===== src/rtl/core/ttad_pkg.sv =====
`timescale 1ns / 1ps

package ttad_pkg;

    typedef logic [6:0] t_code;

    // Serial attributes carried from cell to cell within a row
    typedef struct packed {
        logic [2:0] fg;
        logic [2:0] bg;
        logic       mosaic;
        logic       sep;
        logic       hold;
        t_code      held;
        logic       big;
        logic       row_dbl;
    } t_attr;

    // Outcome of closing a row
    typedef struct packed {
        logic       page_over;
        logic [4:0] row;
        logic       skip;
    } t_row_end;

    localparam t_code CODE_MASK  = 7'h7F;
    localparam t_code C_ROW_END  = 7'h0D;
    localparam t_code C_ESC      = 7'h1B;
    localparam t_code C_SPACE    = 7'h20;
    localparam t_code ESC_BASE   = 7'h40;
    localparam t_code BARE_BASE  = 7'h00;

    // Control offsets from the base of the active code set
    localparam t_code OFS_ALPHA_LO = 7'h00;
    localparam t_code OFS_ALPHA_HI = 7'h07;
    localparam t_code OFS_FLASH    = 7'h08;
    localparam t_code OFS_STEADY   = 7'h09;
    localparam t_code OFS_NORM_HT  = 7'h0C;
    localparam t_code OFS_DBL_HT   = 7'h0D;
    localparam t_code OFS_MOS_LO   = 7'h10;
    localparam t_code OFS_MOS_HI   = 7'h17;
    localparam t_code OFS_CONCEAL  = 7'h18;
    localparam t_code OFS_CONTIG   = 7'h19;
    localparam t_code OFS_SEPAR    = 7'h1A;
    localparam t_code OFS_BLACK_BG = 7'h1C;
    localparam t_code OFS_NEW_BG   = 7'h1D;
    localparam t_code OFS_HOLD     = 7'h1E;
    localparam t_code OFS_RELEASE  = 7'h1F;

    localparam logic [2:0] FG_RESET = 3'd7;
    localparam logic [2:0] BG_RESET = 3'd0;
    localparam logic [5:0] MAX_ROWS = 6'd32;

    localparam t_attr ATTR_RESET = '{
        fg: FG_RESET, bg: BG_RESET, mosaic: 1'b0, sep: 1'b0, hold: 1'b0,
        held: C_SPACE, big: 1'b0, row_dbl: 1'b0
    };

endpackage


===== src/rtl/core/ttad_chain.sv =====
`timescale 1ns / 1ps

// Attribute decision chain: each check sees the code left by the one before.
module ttad_chain
    import ttad_pkg::*;
(
    input  t_code i_code,
    input  logic  i_esc,
    input  t_attr i_attr,
    output t_code o_code,
    output t_attr o_attr
);

    always_comb begin
        t_code c;
        t_code b;
        t_attr a;
        a = i_attr;
        c = i_code;
        b = i_esc ? ESC_BASE : BARE_BASE;

        if (c >= b + OFS_ALPHA_LO && c <= b + OFS_ALPHA_HI) begin
            a.fg     = c[2:0];
            a.mosaic = 1'b0;
            a.held   = C_SPACE;
            c        = a.held;
        end
        if (c >= b + OFS_MOS_LO && c <= b + OFS_MOS_HI) begin
            a.fg     = c[2:0];
            a.mosaic = 1'b1;
            c        = a.held;
        end
        if (c == b + OFS_CONTIG) begin
            a.sep = 1'b0;
            c     = a.held;
        end
        if (c == b + OFS_SEPAR) begin
            a.sep = 1'b1;
            c     = a.held;
        end
        if (c == b + OFS_BLACK_BG) begin
            a.bg = BG_RESET;
            c    = a.held;
        end
        if (c == b + OFS_NEW_BG) begin
            a.bg = a.fg;
            c    = a.held;
        end
        if (c == b + OFS_NORM_HT) begin
            a.big = 1'b0;
            c     = a.held;
        end
        if (c == b + OFS_DBL_HT) begin
            a.big     = 1'b1;
            a.row_dbl = 1'b1;
            c         = a.held;
        end
        if (c == b + OFS_FLASH || c == b + OFS_STEADY || c == b + OFS_CONCEAL) begin
            c = a.held;
        end
        if (c == b + OFS_HOLD) begin
            a.hold = 1'b1;
            a.held = C_SPACE;
            c      = a.held;
        end
        if (c == b + OFS_RELEASE) begin
            a.hold = 1'b0;
            a.held = C_SPACE;
            c      = a.held;
        end

        o_code = c;
        o_attr = a;
    end

endmodule


===== src/rtl/core/teletext_attribute_decoder_top.sv =====
`timescale 1ns / 1ps

// Serial teletext attribute decoder. Takes one page byte per transfer (low 7 bits
// used, tuser flags the first byte of a page) and emits one cell per drawn byte.
// Throughput is one byte per clock while the output is not stalled: a byte sits in
// the input register while the attribute chain and row/column update run, and its
// cell lands in the output register. Row end, ESC and skipped bytes produce no
// output transfer. The row count register may only be written while no bytes are
// in flight.
module teletext_attribute_decoder_top
    import ttad_pkg::*;
#(
    parameter int ROW_CELLS = 40
)(
    input  logic        i_clk,
    input  logic        i_rst_n,
    input  logic        i_cfg_wen,
    input  logic [5:0]  i_cfg_wdata,     // rows_per_page
    input  logic        s_axis_tvalid,
    output logic        s_axis_tready,
    input  logic [7:0]  s_axis_tdata,    // [7:0] code_byte
    input  logic        s_axis_tuser,    // [0] new_page
    output logic        m_axis_tvalid,
    input  logic        m_axis_tready,
    output logic [31:0] m_axis_tdata     // [4:0] cell_row, [10:5] cell_col,
                                         // [18:11] glyph_code, [21:19] fore_colour,
                                         // [24:22] back_colour, [25] tall_font,
                                         // [26] fill_below, [31:27] zero
);

    localparam logic [5:0] CELLS = 6'(ROW_CELLS);

    logic [5:0] r_rows;
    logic       r_in_valid;
    t_code      r_in_code;
    logic       r_in_new;

    logic       r_esc_pend, r_esc_only, r_page_over;
    t_attr      r_attr;
    logic [4:0] r_row;
    logic [5:0] r_col;
    logic [5:0] r_skip;

    logic        r_out_valid;
    logic [26:0] r_out_data;

    logic       n_esc_pend, n_esc_only, n_page_over;
    t_attr      n_attr;
    logic [4:0] n_row;
    logic [5:0] n_col;
    logic [5:0] n_skip;
    logic       n_draw;
    logic [26:0] n_out_data;

    logic       w_consume;
    logic [5:0] w_eff;
    t_attr      w_s_attr;
    logic       w_s_esc_pend, w_s_esc_only, w_s_page_over;
    logic [4:0] w_s_row;
    logic [5:0] w_s_col;
    logic [5:0] w_s_skip;
    t_code      w_ch_code;
    t_attr      w_ch_attr;

    assign w_consume     = r_in_valid && (!r_out_valid || m_axis_tready);
    assign s_axis_tready = !r_in_valid || w_consume;
    assign m_axis_tvalid = r_out_valid;
    assign m_axis_tdata  = {5'd0, r_out_data};
    assign w_eff         = (r_rows > MAX_ROWS) ? MAX_ROWS : r_rows;

    // A new page clears everything before the byte is looked at
    assign w_s_attr      = r_in_new ? ATTR_RESET : r_attr;
    assign w_s_esc_pend  = r_in_new ? 1'b0 : r_esc_pend;
    assign w_s_esc_only  = r_in_new ? 1'b0 : r_esc_only;
    assign w_s_page_over = r_in_new ? 1'b0 : r_page_over;
    assign w_s_row       = r_in_new ? 5'd0 : r_row;
    assign w_s_col       = r_in_new ? 6'd0 : r_col;
    assign w_s_skip      = r_in_new ? 6'd0 : r_skip;

    ttad_chain u_chain (
        .i_code (r_in_code),
        .i_esc  (w_s_esc_pend),
        .i_attr (w_s_attr),
        .o_code (w_ch_code),
        .o_attr (w_ch_attr)
    );

    function automatic t_row_end row_end(input logic [4:0] row, input logic dbl,
                                         input logic [5:0] eff);
        t_row_end   r;
        logic [5:0] nxt1;
        logic [5:0] nxt2;
        nxt1        = {1'b0, row} + 6'd1;
        nxt2        = {1'b0, row} + 6'd2;
        r.page_over = 1'b0;
        r.skip      = 1'b0;
        r.row       = row;
        if (nxt1 >= eff) begin
            r.page_over = 1'b1;
        end else if (dbl) begin
            if (nxt2 >= eff) begin
                r.page_over = 1'b1;
            end else begin
                r.skip = 1'b1;
                r.row  = nxt2[4:0];
            end
        end else begin
            r.row = nxt1[4:0];
        end
        return r;
    endfunction

    always_comb begin
        t_code      c;
        logic [7:0] add;
        logic [6:0] col_inc;
        t_row_end   re;
        logic       apply;

        n_esc_pend  = w_s_esc_pend;
        n_esc_only  = w_s_esc_only;
        n_page_over = w_s_page_over;
        n_attr      = w_s_attr;
        n_row       = w_s_row;
        n_col       = w_s_col;
        n_skip      = w_s_skip;
        n_draw      = 1'b0;
        c           = r_in_code;
        add         = 8'd0;
        apply       = 1'b0;
        col_inc     = {1'b0, w_s_col} + 7'd1;
        re          = row_end(w_s_row, w_s_attr.row_dbl, w_eff);
        n_out_data  = '0;

        if (w_s_page_over || {1'b0, w_s_row} >= w_eff) begin
            // page finished: byte ignored
        end else if (w_s_skip != 6'd0) begin
            n_skip = w_s_skip - 6'd1;
        end else if (w_s_esc_pend) begin
            n_esc_pend = 1'b0;
            n_esc_only = 1'b1;
            apply      = 1'b1;
            n_draw     = 1'b1;
        end else if (r_in_code == C_ROW_END) begin
            n_attr      = ATTR_RESET;
            n_page_over = re.page_over;
            n_row       = re.row;
            n_skip      = re.skip ? CELLS : w_s_skip;
            n_col       = 6'd0;
        end else if (r_in_code == C_ESC) begin
            n_esc_pend = 1'b1;
        end else begin
            apply  = !w_s_esc_only;
            n_draw = 1'b1;
        end

        if (n_draw) begin
            if (apply) begin
                c      = w_ch_code;
                n_attr = w_ch_attr;
            end
            if (n_attr.mosaic) begin
                if (c >= 7'h20 && c <= 7'h3F) begin
                    add = n_attr.sep ? 8'd160 : 8'd96;
                end else if (c >= 7'h60) begin
                    add = n_attr.sep ? 8'd128 : 8'd64;
                end
                if (n_attr.hold) begin
                    n_attr.held = c;
                end
            end
            n_out_data = {
                (!n_attr.big && ({1'b0, w_s_row} + 6'd1 < w_eff)),
                n_attr.big,
                n_attr.bg,
                n_attr.fg,
                8'({1'b0, c} + add),
                w_s_col,
                w_s_row
            };
            if (col_inc >= {1'b0, CELLS}) begin
                re          = row_end(w_s_row, n_attr.row_dbl, w_eff);
                n_attr      = ATTR_RESET;
                n_page_over = re.page_over;
                n_row       = re.row;
                n_skip      = re.skip ? CELLS : w_s_skip;
                n_col       = 6'd0;
            end else begin
                n_col = col_inc[5:0];
            end
        end
    end

    always_ff @(posedge i_clk) begin
        if (!i_rst_n) begin
            r_rows      <= 6'd24;
            r_in_valid  <= 1'b0;
            r_out_valid <= 1'b0;
            r_esc_pend  <= 1'b0;
            r_esc_only  <= 1'b0;
            r_page_over <= 1'b0;
            r_attr      <= ATTR_RESET;
            r_row       <= 5'd0;
            r_col       <= 6'd0;
            r_skip      <= 6'd0;
        end else begin
            if (i_cfg_wen) begin
                r_rows <= i_cfg_wdata;
            end
            if (s_axis_tready) begin
                r_in_valid <= s_axis_tvalid;
            end
            if (w_consume) begin
                r_esc_pend  <= n_esc_pend;
                r_esc_only  <= n_esc_only;
                r_page_over <= n_page_over;
                r_attr      <= n_attr;
                r_row       <= n_row;
                r_col       <= n_col;
                r_skip      <= n_skip;
            end
            if (w_consume && n_draw) begin
                r_out_valid <= 1'b1;
            end else if (m_axis_tready) begin
                r_out_valid <= 1'b0;
            end
        end
    end

    always_ff @(posedge i_clk) begin
        if (s_axis_tready && s_axis_tvalid) begin
            r_in_code <= s_axis_tdata[6:0] & CODE_MASK;
            r_in_new  <= s_axis_tuser;
        end
        if (w_consume && n_draw) begin
            r_out_data <= n_out_data;
        end
    end

endmodule

===== config.mk =====
export PLATFORM = sky130hd
export DESIGN_NAME = teletext_attribute_decoder_top
export DESIGN_NICKNAME = d
export VERILOG_FILES = /design/src/rtl/core/ttad_pkg.sv /design/src/rtl/core/ttad_chain.sv /design/src/rtl/core/teletext_attribute_decoder_top.sv
export SDC_FILE = /design/constraint.sdc
export NUM_CORES = 1
export LEC_CHECK = 0
export BUFFER_PORTS_ARGS = -buffer_cell sky130_fd_sc_hd__buf_2
export CAP_MARGIN = 20
export CORE_AREA = 2 2 151 153
export DETAILED_ROUTE_END_ITERATION = 10
export DIE_AREA = 0 0 153 155
export PLACE_DENSITY = 0.47
export REMOVE_ABC_BUFFERS = 1
export SYNTH_ARGS = -nofsm -noshare
export SYNTH_HDL_FRONTEND = slang
export SYNTH_HIERARCHICAL = 1
export SYNTH_SLANG_ARGS = --single-unit
export TNS_END_PERCENT = 20

===== constraint.sdc =====
create_clock -name i_clk -period 15.7 [get_ports i_clk]
set_input_delay 3.925 -clock i_clk [delete_from_list [all_inputs] [get_ports i_clk]]
set_output_delay 3.925 -clock i_clk [all_outputs]
set_load 0.02 [all_outputs]

# == Word-level counts from Yosys, hierarchy flattened ==
# Index checks and enable logic that the tools add are counted.
# totals
reg_bits,81
inputBits,20
out_inout_bits,34
wordCells,194
# classes
add_sub_neg,19
magnitude_cmp,13
eq_ne,13
mux,111
reduce_logical,18
# ops
op,count
2-to-1 mux 18 bit,9
2-to-1 mux 6 bit,22
2-to-1 mux 7 bit,17
== test 7 bit,11
2-to-1 mux 8 bit,8
"adder 7 x 5 -> 7 bit, second input constant",9
2-to-1 mux 5 bit,9
2-to-1 mux 1 bit,41
"adder 7 x 4 -> 7 bit, second input constant",4
">= comparator 7 x 6 -> 1 bit, second input constant",2
>= comparator 7 bit,2
<= comparator 7 bit,2
>= comparator 6 bit,2
2-to-1 mux 3 bit,4
adder 7 x 8 -> 8 bit,1
"adder 6 x 1 -> 7 bit, second input constant",1
"adder 7 x 3 -> 7 bit, second input constant",1
"== test 7 x 4 -> 1 bit, second input constant",1
"== test 7 x 5 -> 1 bit, second input constant",1
">= comparator 7 bit, second input constant",1
"<= comparator 7 x 6 -> 1 bit, second input constant",1
logical AND 1 bit,7
"adder 5 x 1 -> 6 bit, second input constant",1
"adder 5 x 2 -> 6 bit, second input constant",1
9 further kinds,16

# == Logic depth before layout (Yosys ltp) ==
# Gate-level depths: netlist of the first run.
# logic_depth
word_depth,38
mapped_depth,38
depth_no_buf,33

# == By module ==
# The synthesis of the first run kept the hierarchy.
# by_module_without_submodules
mod,n_inst,cells_each,area_each_um2,seq_area_each_um2
teletext_attribute_decoder_top,1,588,5178.7,1971.9
ttad_chain,1,266,1785.5,0.0

# == Least setup slack after synthesis of the first run ==
# No wires, ideal clock.
# synth_timing
kind,input-to-output
from,in m_axis_tready
to,out s_axis_tready
arrival_ps,4198
required_time_ps,11775
path_slack_ps,7577
stages,1
n_path_buf,0
cell_sequence,nand3b_1
# synth_via
elab_chain_len,3
# synth_rtl
item,line,text
from (decl),teletext_attribute_decoder_top.sv:24,"input logic m_axis_tready,"
logical OR 1 bit,teletext_attribute_decoder_top.sv:65,assign w_consume = r_in_valid && (!r_out_valid || m_axis_tready);
logical AND 1 bit,teletext_attribute_decoder_top.sv:65,
logical OR 1 bit,teletext_attribute_decoder_top.sv:66,assign s_axis_tready = !r_in_valid || w_consume;
to (decl),teletext_attribute_decoder_top.sv:20,"output logic s_axis_tready,"
# No other way between the ends.

# == Worst setup path in the final report of the first run ==
# layout_timing
from,reg r_in_new
to,"reg r_out_data[18], data pin"
# layout_via
elab_chain_len,37
word_cells_on_any_way,87
cone_classes,add/sub: 15; order compare: 8; eq/ne: 11; mux: 45; reduce/logical: 8
# layout_rtl
item,line,text
from (decl),teletext_attribute_decoder_top.sv:36,logic r_in_new;
from (signal assigned),teletext_attribute_decoder_top.sv:233,r_in_new <= s_axis_tuser;
2-to-1 mux 1 bit (*),teletext_attribute_decoder_top.sv:73,assign w_s_esc_pend = r_in_new ? 1'b0 : r_esc_pend;
net w_s_esc_pend,teletext_attribute_decoder_top.sv:58,"logic w_s_esc_pend, w_s_esc_only, w_s_page_over;"
2-to-1 mux 7 bit (*),ttad_chain.sv:20,b = i_esc ? ESC_BASE : BARE_BASE;
adder 7 x 3 -> 7 bit,ttad_chain.sv:22,if (c >= b + OFS_ALPHA_LO && c <= b + OFS_ALPHA_HI) begin
<= comparator 7 bit,ttad_chain.sv:22,
logical AND 1 bit,ttad_chain.sv:22,
2-to-1 mux 7 bit,ttad_chain.sv:22,
>= comparator 7 bit or <= comparator 7 bit (tied branches),ttad_chain.sv:28,if (c >= b + OFS_MOS_LO && c <= b + OFS_MOS_HI) begin
[... 22 more ...],-,
net w_ch_code[6],teletext_attribute_decoder_top.sv:62,t_code w_ch_code;
2-to-1 mux 7 bit (*),teletext_attribute_decoder_top.sv:158,if (apply) begin
2-to-1 mux 7 bit (*),teletext_attribute_decoder_top.sv:157,if (n_draw) begin
">= comparator 7 bit, or another cell as far along",teletext_attribute_decoder_top.sv:165,end else if (c >= 7'h60) begin
2-to-1 mux 8 bit or logical AND 1 bit (tied branches),"teletext_attribute_decoder_top.sv:165, teletext_attribute_decoder_top.sv:163",
2-to-1 mux 8 bit,teletext_attribute_decoder_top.sv:163,if (c >= 7'h20 && c <= 7'h3F) begin
2-to-1 mux 8 bit,teletext_attribute_decoder_top.sv:162,if (n_attr.mosaic) begin
2-to-1 mux 8 bit,teletext_attribute_decoder_top.sv:157,
adder 7 x 8 -> 8 bit (*),teletext_attribute_decoder_top.sv:177,"8'({1'b0, c} + add),"
to (signal assigned),teletext_attribute_decoder_top.sv:236,r_out_data <= n_out_data;
to (decl),teletext_attribute_decoder_top.sv:45,logic [26:0] r_out_data;
# The timed path passes the listed nets; every way through them passes the cells marked *. The select of a mux whose other input is x is not followed.
# A chain may end at the register's enable or synchronous reset.

==> impl_metrics.yaml, run 1 <==
yosys:
  synth_top_family_by_area: "compound AO/OA/AOI/OAI gates"
  synthAdderAreaFrac: 0.0460
  ys.warnings.count: 6
  synth-xor-area-share: 0.0126
  async_flop_share: 0
  syn_avg_cell_area_um2: 8.15
  synthSimpleGateAreaFrac: 0.291
  synth.distinct_cells: 106
  ys_seq_area_frac: 0.283
  synth_compound_area_frac: 0.293
  synthMuxAreaShare: 0.0271
  netlist_instances: 854
  syn-cell-area_um2: 6960
  synth-seq-cells: 81
  synth_edf_count: 35
  ys.flop_type: "dfxtp_1"
floorplan:
  rows: 55
  die_h_um: 155
  start_util: 0.313
  io_pins: 54
  die-area_um2: 23700
  core_area_um2: 22200
  die_x_um: 153
grt:
  grt_pass1_wl_um: 36500
  grt-busiest-layer: "met2"
  grt_max_degree: 50
  grt_pass1_vias: 6362
  antenna_found_initial: 0
  use_met2: 0.293
  globalRouteTotalUtil: 0.193
  grtUsageMet3: 0.0357
  grtUsageMet1: 0.280
  overflow: 0
timing:
  min_period_ns: 9.88
  clock.fmax_ghz: 0.101
  hold_viol: 0
  drv_slew: 0
  timing.final.crit_share: 0.629
  fin_setup_tns_ns: 0
  worstMarginPinSlew_ns: 1.19
  rsz0062_at_grt: "no"
  setup_viol: 0
  worst_clock_skew_ns: 0.0122
  slew_headroom: 0.188
power_and_ir_drop:
  p_seq_frac: 0.414
  ir_worst_vdd_v: 0.0000516
  intPower_w: 0.000385
  power.leakage_nw: 2.93
  combPwrFrac: 0.236
  power_density_nw_per_um2: 75.6
  p_switching_w: 0.000196
  clkPwrFrac: 0.349
  switching_share: 0.337
place:
  gp_congestion: 0.890
  dp.final_hpwl_um: 16600
  port_buffers: 47
critical_path:
  rrSetupSlack_ns: 5.82
  max_stage_delay_ns: 0.57
  endpoint: "r_out_data[18]$_SDFFCE_PN0P_"
  endpoint_kind: "flop"
  r2r_cells: 34
  rr_startpoint: "r_in_new$_DFFE_PP_"
  worstSetupStartpoint: "r_in_new$_DFFE_PP_"
  path_class: "reg -> reg"
  critPathSlowestCell: "inv_1"
  regToRegEndpoint: "r_out_data[18]$_SDFFCE_PN0P_"
  crit_path_start_kind: "flop"
  arrival_ns: 9.96
  cp.required_ns: 15.78
  crit_path_max_fanout: 44
routing:
  drt-vias-per-instance: 5.86
  ant_nets: 0
  vias: 6865
  drtPass1Iterations: 5
  first_iter_violations: 740
  routed_wl_um: 22800
  drc: 0
  routedWlPerCell_um: 19.5
clock_tree:
  htree_levels: 3
  cts_buffers: 9
  clock_path_buffers: 2
  insertion_delay_ns: 0.36
  post_cts_resized: 0
  clkTransAtPathRegs_ns: 0.07
  cts_setup_buffers: 0
  cts-hold-fix-buffers: 0
  clk_root_buffer_cell: "clkbuf_16"
  cts_tree: "yes"
  clkSinkCount: 81
finish:
  final_common_cell: "nand2_1"
  final_cell_mix: "nand2_1, nor2_1, o21ai_0"
  fin_util: 0.346
  drive_gt1_frac: 0.143
  syn2layout_area_growth_pct: 10.3
  finalNetCount: 926
  antenna_cells: 0
  fill_cells: 2376
run_status:
  status: "finished clean"
run:
  maxCapViolCount: 0
min_path:
  hold_class: "reg -> reg"
-- sequential cells by signal (all words and copies together), names as in the netlist --
signal and cells:
r_page_over 1, r_in_code 7, r_row 5, r_skip 6
r_out_data 27, r_col 6, m_axis_tvalid 1, r_rows 6
r_esc_only 1, r_in_new 1, r_in_valid 1, r_attr 18
r_esc_pend 1
-- critical path, delay by kind of cell (launching register included) --
kind,cells,cell delay (ns)
DFF,1,0.36
buffers and inverters,5,1.49
AOI/OAI and AO/OA,9,2.93
muxes,3,0.94
and+or+nand+nor,13,2.63
adders and majority gates,4,1.20
-- power groups by stage --
stage               sequential (W)  clock, W  combinational, W
floorplan                 0.000250         0         0.0000864
global placement          0.000246         0          0.000135
detailed placement        0.000245         0          0.000136
CTS                       0.000241  0.000208          0.000136
global route              0.000242  0.000215          0.000151
finish                    0.000241  0.000203          0.000137
-- cells by family (layout without fill, tap and decap cells) --
| logic type | count (synthesis) | in the layout |
|---|---|---|
| DFF | 81 | 81 |
| muxes | 17 | 17 |
| buffers and inverters | 70 | 98 |
| xor gates and xnor gates | 10 | 10 |
| other | 1 | 5 |
| adders and majority gates | 25 | 25 |
| AOI/OAI and AO/OA | 271 | 271 |
| and+or+nand+nor | 379 | 379 |
-- through the flow --
step                      total power, W  hold slack, ns  area [um2]  cells  setup WS (ns)
after floorplan                 0.000337           0.429        6760    816           6.99
after global placement          0.000381           0.439        7390   1154           5.85
after detailed placement        0.000381           0.448        7410   1155           5.93
after CTS                       0.000585           0.465        7680   1171           5.92
after global routing            0.000609           0.484        7680   1171           5.03
final                           0.000581           0.463        7680   1171           5.82
-- layer usage --
metal | up-vias | share of wire
met2 | 265 | 0.43
met1 | 3264 | 0.48
met3 | 54 | 0.071
li1 | 3282 | -
met4 | 0 | 0.026
met5 | - | 0
-- area by class of cell --
type | count | area (um2) | share of cell area
inverters | 28 | 105 | 0.0137
repair buffers | 54 | 295 | 0.0384
flip-flops and latches | 81 | 1970 | 0.257
multi-input cells | 707 | 4680 | 0.609
clock buffers | 9 | 225 | 0.0293
well taps | 285 | 357 | 0.0464
clock inverters | 7 | 51.3 | 0.00668
-- synthesized netlist by cell type, drive strengths merged (8+ instances only) --
| master | count | share of area |
|---|---|---|
| or3 | 8 | 0.0086 |
| o22a | 10 | 0.013 |
| a31oi | 16 | 0.017 |
| nor3 | 31 | 0.025 |
| a21boi | 10 | 0.011 |
| ha | 24 | 0.043 |
| nand2b | 12 | 0.011 |
| and2 | 15 | 0.013 |
| o211ai | 12 | 0.013 |
| o21a | 8 | 0.0086 |
| and3 | 16 | 0.014 |
| a21oi | 44 | 0.033 |
| buf | 19 | 0.020 |
| nand2 | 113 | 0.062 |
| a211oi | 10 | 0.014 |
| a22oi | 9 | 0.0097 |
| nand4 | 13 | 0.013 |
| o21ai | 57 | 0.042 |
| clkbuf | 23 | 0.012 |
| dfxtp | 46 | 0.13 |
| nor2b | 32 | 0.029 |
| nor2 | 64 | 0.036 |
| a32o | 13 | 0.019 |
| nand3 | 31 | 0.024 |
| inv | 27 | 0.015 |
| mux2i | 12 | 0.019 |
| edfxtp | 35 | 0.15 |
| a21o | 16 | 0.017 |
| nor4 | 12 | 0.014 |
-- how the worst min path moves through the flow --
stage | startpoint | endpoint | cells after the start
final | r_attr[11]$_SDFFE_PN0P_ | r_attr[11]$_SDFFE_PN0P_ | 2
after global routing | r_attr[5]$_SDFFE_PN0P_ | r_attr[5]$_SDFFE_PN0P_ | 1
after floorplan | r_attr[7]$_SDFFE_PN1P_ | r_attr[7]$_SDFFE_PN1P_ | 1
after detailed placement | r_attr[2]$_SDFFE_PN0P_ | r_attr[2]$_SDFFE_PN0P_ | 1
after CTS | r_attr[2]$_SDFFE_PN0P_ | r_attr[2]$_SDFFE_PN0P_ | 1
after global placement | r_attr[7]$_SDFFE_PN1P_ | r_attr[7]$_SDFFE_PN1P_ | 1
Power figures use the tool's default switching activity.
==> run 2, diff against run 1 <==
Settings changed: PLACE_DENSITY 0.47 to 0.49.
Clock period 15.7 ns to 8.3 ns, I/O delays scaled along.
==> run 2 against run 1 <==
Net effect:
- register-to-register slack lost 5.5 ns
- wire length grew 0.59%
- sequential share of layout area shrank 1.2 points
- clock skew shrank 0.0053 ns
- design area grew 5.1%
- combinational power grew 110%
- critical path type unchanged
- largest cell class unchanged
- largest power group unchanged
- highest routed layer unchanged
==> impl_metrics.yaml, run 2 (synthesized netlist as in run 1, its figures left out) <==
routing:
  vias: 6934
  drtPass1Iterations: 6
  first_iter_violations: 794
  drt-vias-per-instance: 5.81
  routedWlPerCell_um: 19.2
  routed_wl_um: 22900
  ant_nets: 0
  drc: 0
critical_path:
  path_delay_family: "compound AO/OA/AOI/OAI gates"
  arrival_ns: 8.01
  crit_path_max_fanout: 7
  endpoint_kind: "flop"
  cp_num_buf_inv: 3
  critPathSlowestCell: "or3_4"
  max_stage_delay_ns: 0.42
  cp.required_ns: 8.37
  crit_path_start_kind: "flop"
  path_class: "reg -> reg"
floorplan:
  die-area_um2: 23700
  rows: 55
  start_util: 0.313
  die_h_um: 155
  die_x_um: 153
  io_pins: 54
  core_area_um2: 22200
finish:
  fill_cells: 2363
  regMostFlops: "r_out_data"
  antenna_cells: 0
  final_common_cell: "nand2_1"
  largest_register_ffs: 27
  drive_gt1_frac: 0.184
  multi_input_area_um2: 4840
  reg.largest.list: "r_out_data (27), r_attr (18), r_in_code (7)"
  seqCellArea_um2: 1970
  syn2layout_area_growth_pct: 16.0
  final_cell_mix: "nand2_1, nor2_1, o21ai_0"
  fin_cells: 1194
  fin_area_um2: 8080
  finalNetCount: 949
place:
  place_area_um2: 7530
  gp_congestion: 0.889
  numPlacedInstances: 1172
  dp.final_hpwl_um: 16700
  port_buffers: 47
grt:
  grt_max_degree: 50
  globalRouteTotalUtil: 0.190
  overflow: 0
  grt_pass1_wl_um: 36100
  antenna_found_initial: 0
  grt_pass1_vias: 6460
clock_tree:
  insertion_delay_ns: 0.35
  clkSinkCount: 81
  htree_levels: 3
  cts-hold-fix-buffers: 0
  clock_path_buffers: 2
  clkTransAtPathRegs_ns: 0.07
  clk_root_buffer_cell: "clkbuf_16"
  cts_buffers: 9
  cts_tree: "yes"
power_and_ir_drop:
  clkPwrFrac: 0.374
  p_seq_frac: 0.383
  intPower_w: 0.000797
  power.leakage_nw: 3.09
  ir_worst_vdd_v: 0.000104
  switching_share: 0.318
  combPwrFrac: 0.242
  power_density_nw_per_um2: 145
  p_switching_w: 0.000371
timing:
  slew_headroom: 0.312
  clock.fmax_ghz: 0.126
  worst_clock_skew_ns: 0.00695
  min_period_ns: 7.94
  hold_viol: 0
  setup_viol: 0
  hold_ws_ns: 0.457
  drv_slew: 0
  worstMarginPinSlew_ns: 1.01
  timing.final.crit_share: 0.956
run_status:
  status: "finished clean"
min_path:
  hold_class: "reg -> reg"
run:
  maxCapViolCount: 0
## run 2: power groups by stage
stage               combinational, W  clock, W  sequential [W]
global placement            0.000268         0        0.000457
global route                0.000310  0.000462        0.000450
finish                      0.000283  0.000437        0.000448
CTS                         0.000268  0.000450        0.000448
floorplan                   0.000163         0        0.000474
detailed placement          0.000267         0        0.000457
## run 2: path summary, 6_finish.rpt
check | from | end | slack (ns) | depth (start not counted)
setup / recovery | r_in_new$_DFFE_PP_ | r_out_data[18]$_SDFFCE_PN0P_ | 0.36 | 33
setup reg to reg | r_in_new$_DFFE_PP_ | r_out_data[18]$_SDFFCE_PN0P_ | 0.36 | 33
hold / removal | r_attr[7]$_SDFFE_PN1P_ | r_attr[7]$_SDFFE_PN1P_ | 0.46 | 1
hold reg to reg | r_attr[7]$_SDFFE_PN1P_ | r_attr[7]$_SDFFE_PN1P_ | 0.46 | 1
## run 2: repair_timing
action	CTS	global route
endpoints found under the hold margin	0	0
setup buffers	0	5
gates resized for setup	0	28
endpoints found under the setup margin	0	10
## run 2: cell type report
type / instances / area share
multi-input cells: 707 / 0.600
well taps: 285 / 0.0442
clock buffers: 9 / 0.0279
flip-flops and latches: 81 / 0.244
repair buffers: 77 / 0.0595
clock inverters: 7 / 0.0116
inverters: 28 / 0.0130
## run 2: layer usage
metal,vias to the layer above,GRT usage,wire [um]
li1,3351,-,-
met1,3255,0.278,10700
met5,-,0,0
met3,25,0.0345,1810
met2,303,0.286,10000
met4,0,0.0525,373
## run 2: through the flow
| stage | total power [W] | worst slack [ns] | TNS, ns | utilization |
|---|---|---|---|---|
| finish | 0.00117 | 0.364 | 0 | 0.363 |
| global route | 0.00122 | -0.184 | -0.282 | 0.363 |
| CTS | 0.00117 | 0.0773 | 0 | 0.353 |
| detailed placement | 0.000724 | 0.106 | 0 | 0.339 |
| global placement | 0.000724 | 0.149 | 0 | 0.339 |
| floorplan | 0.000637 | -0.409 | -1.27 | - |
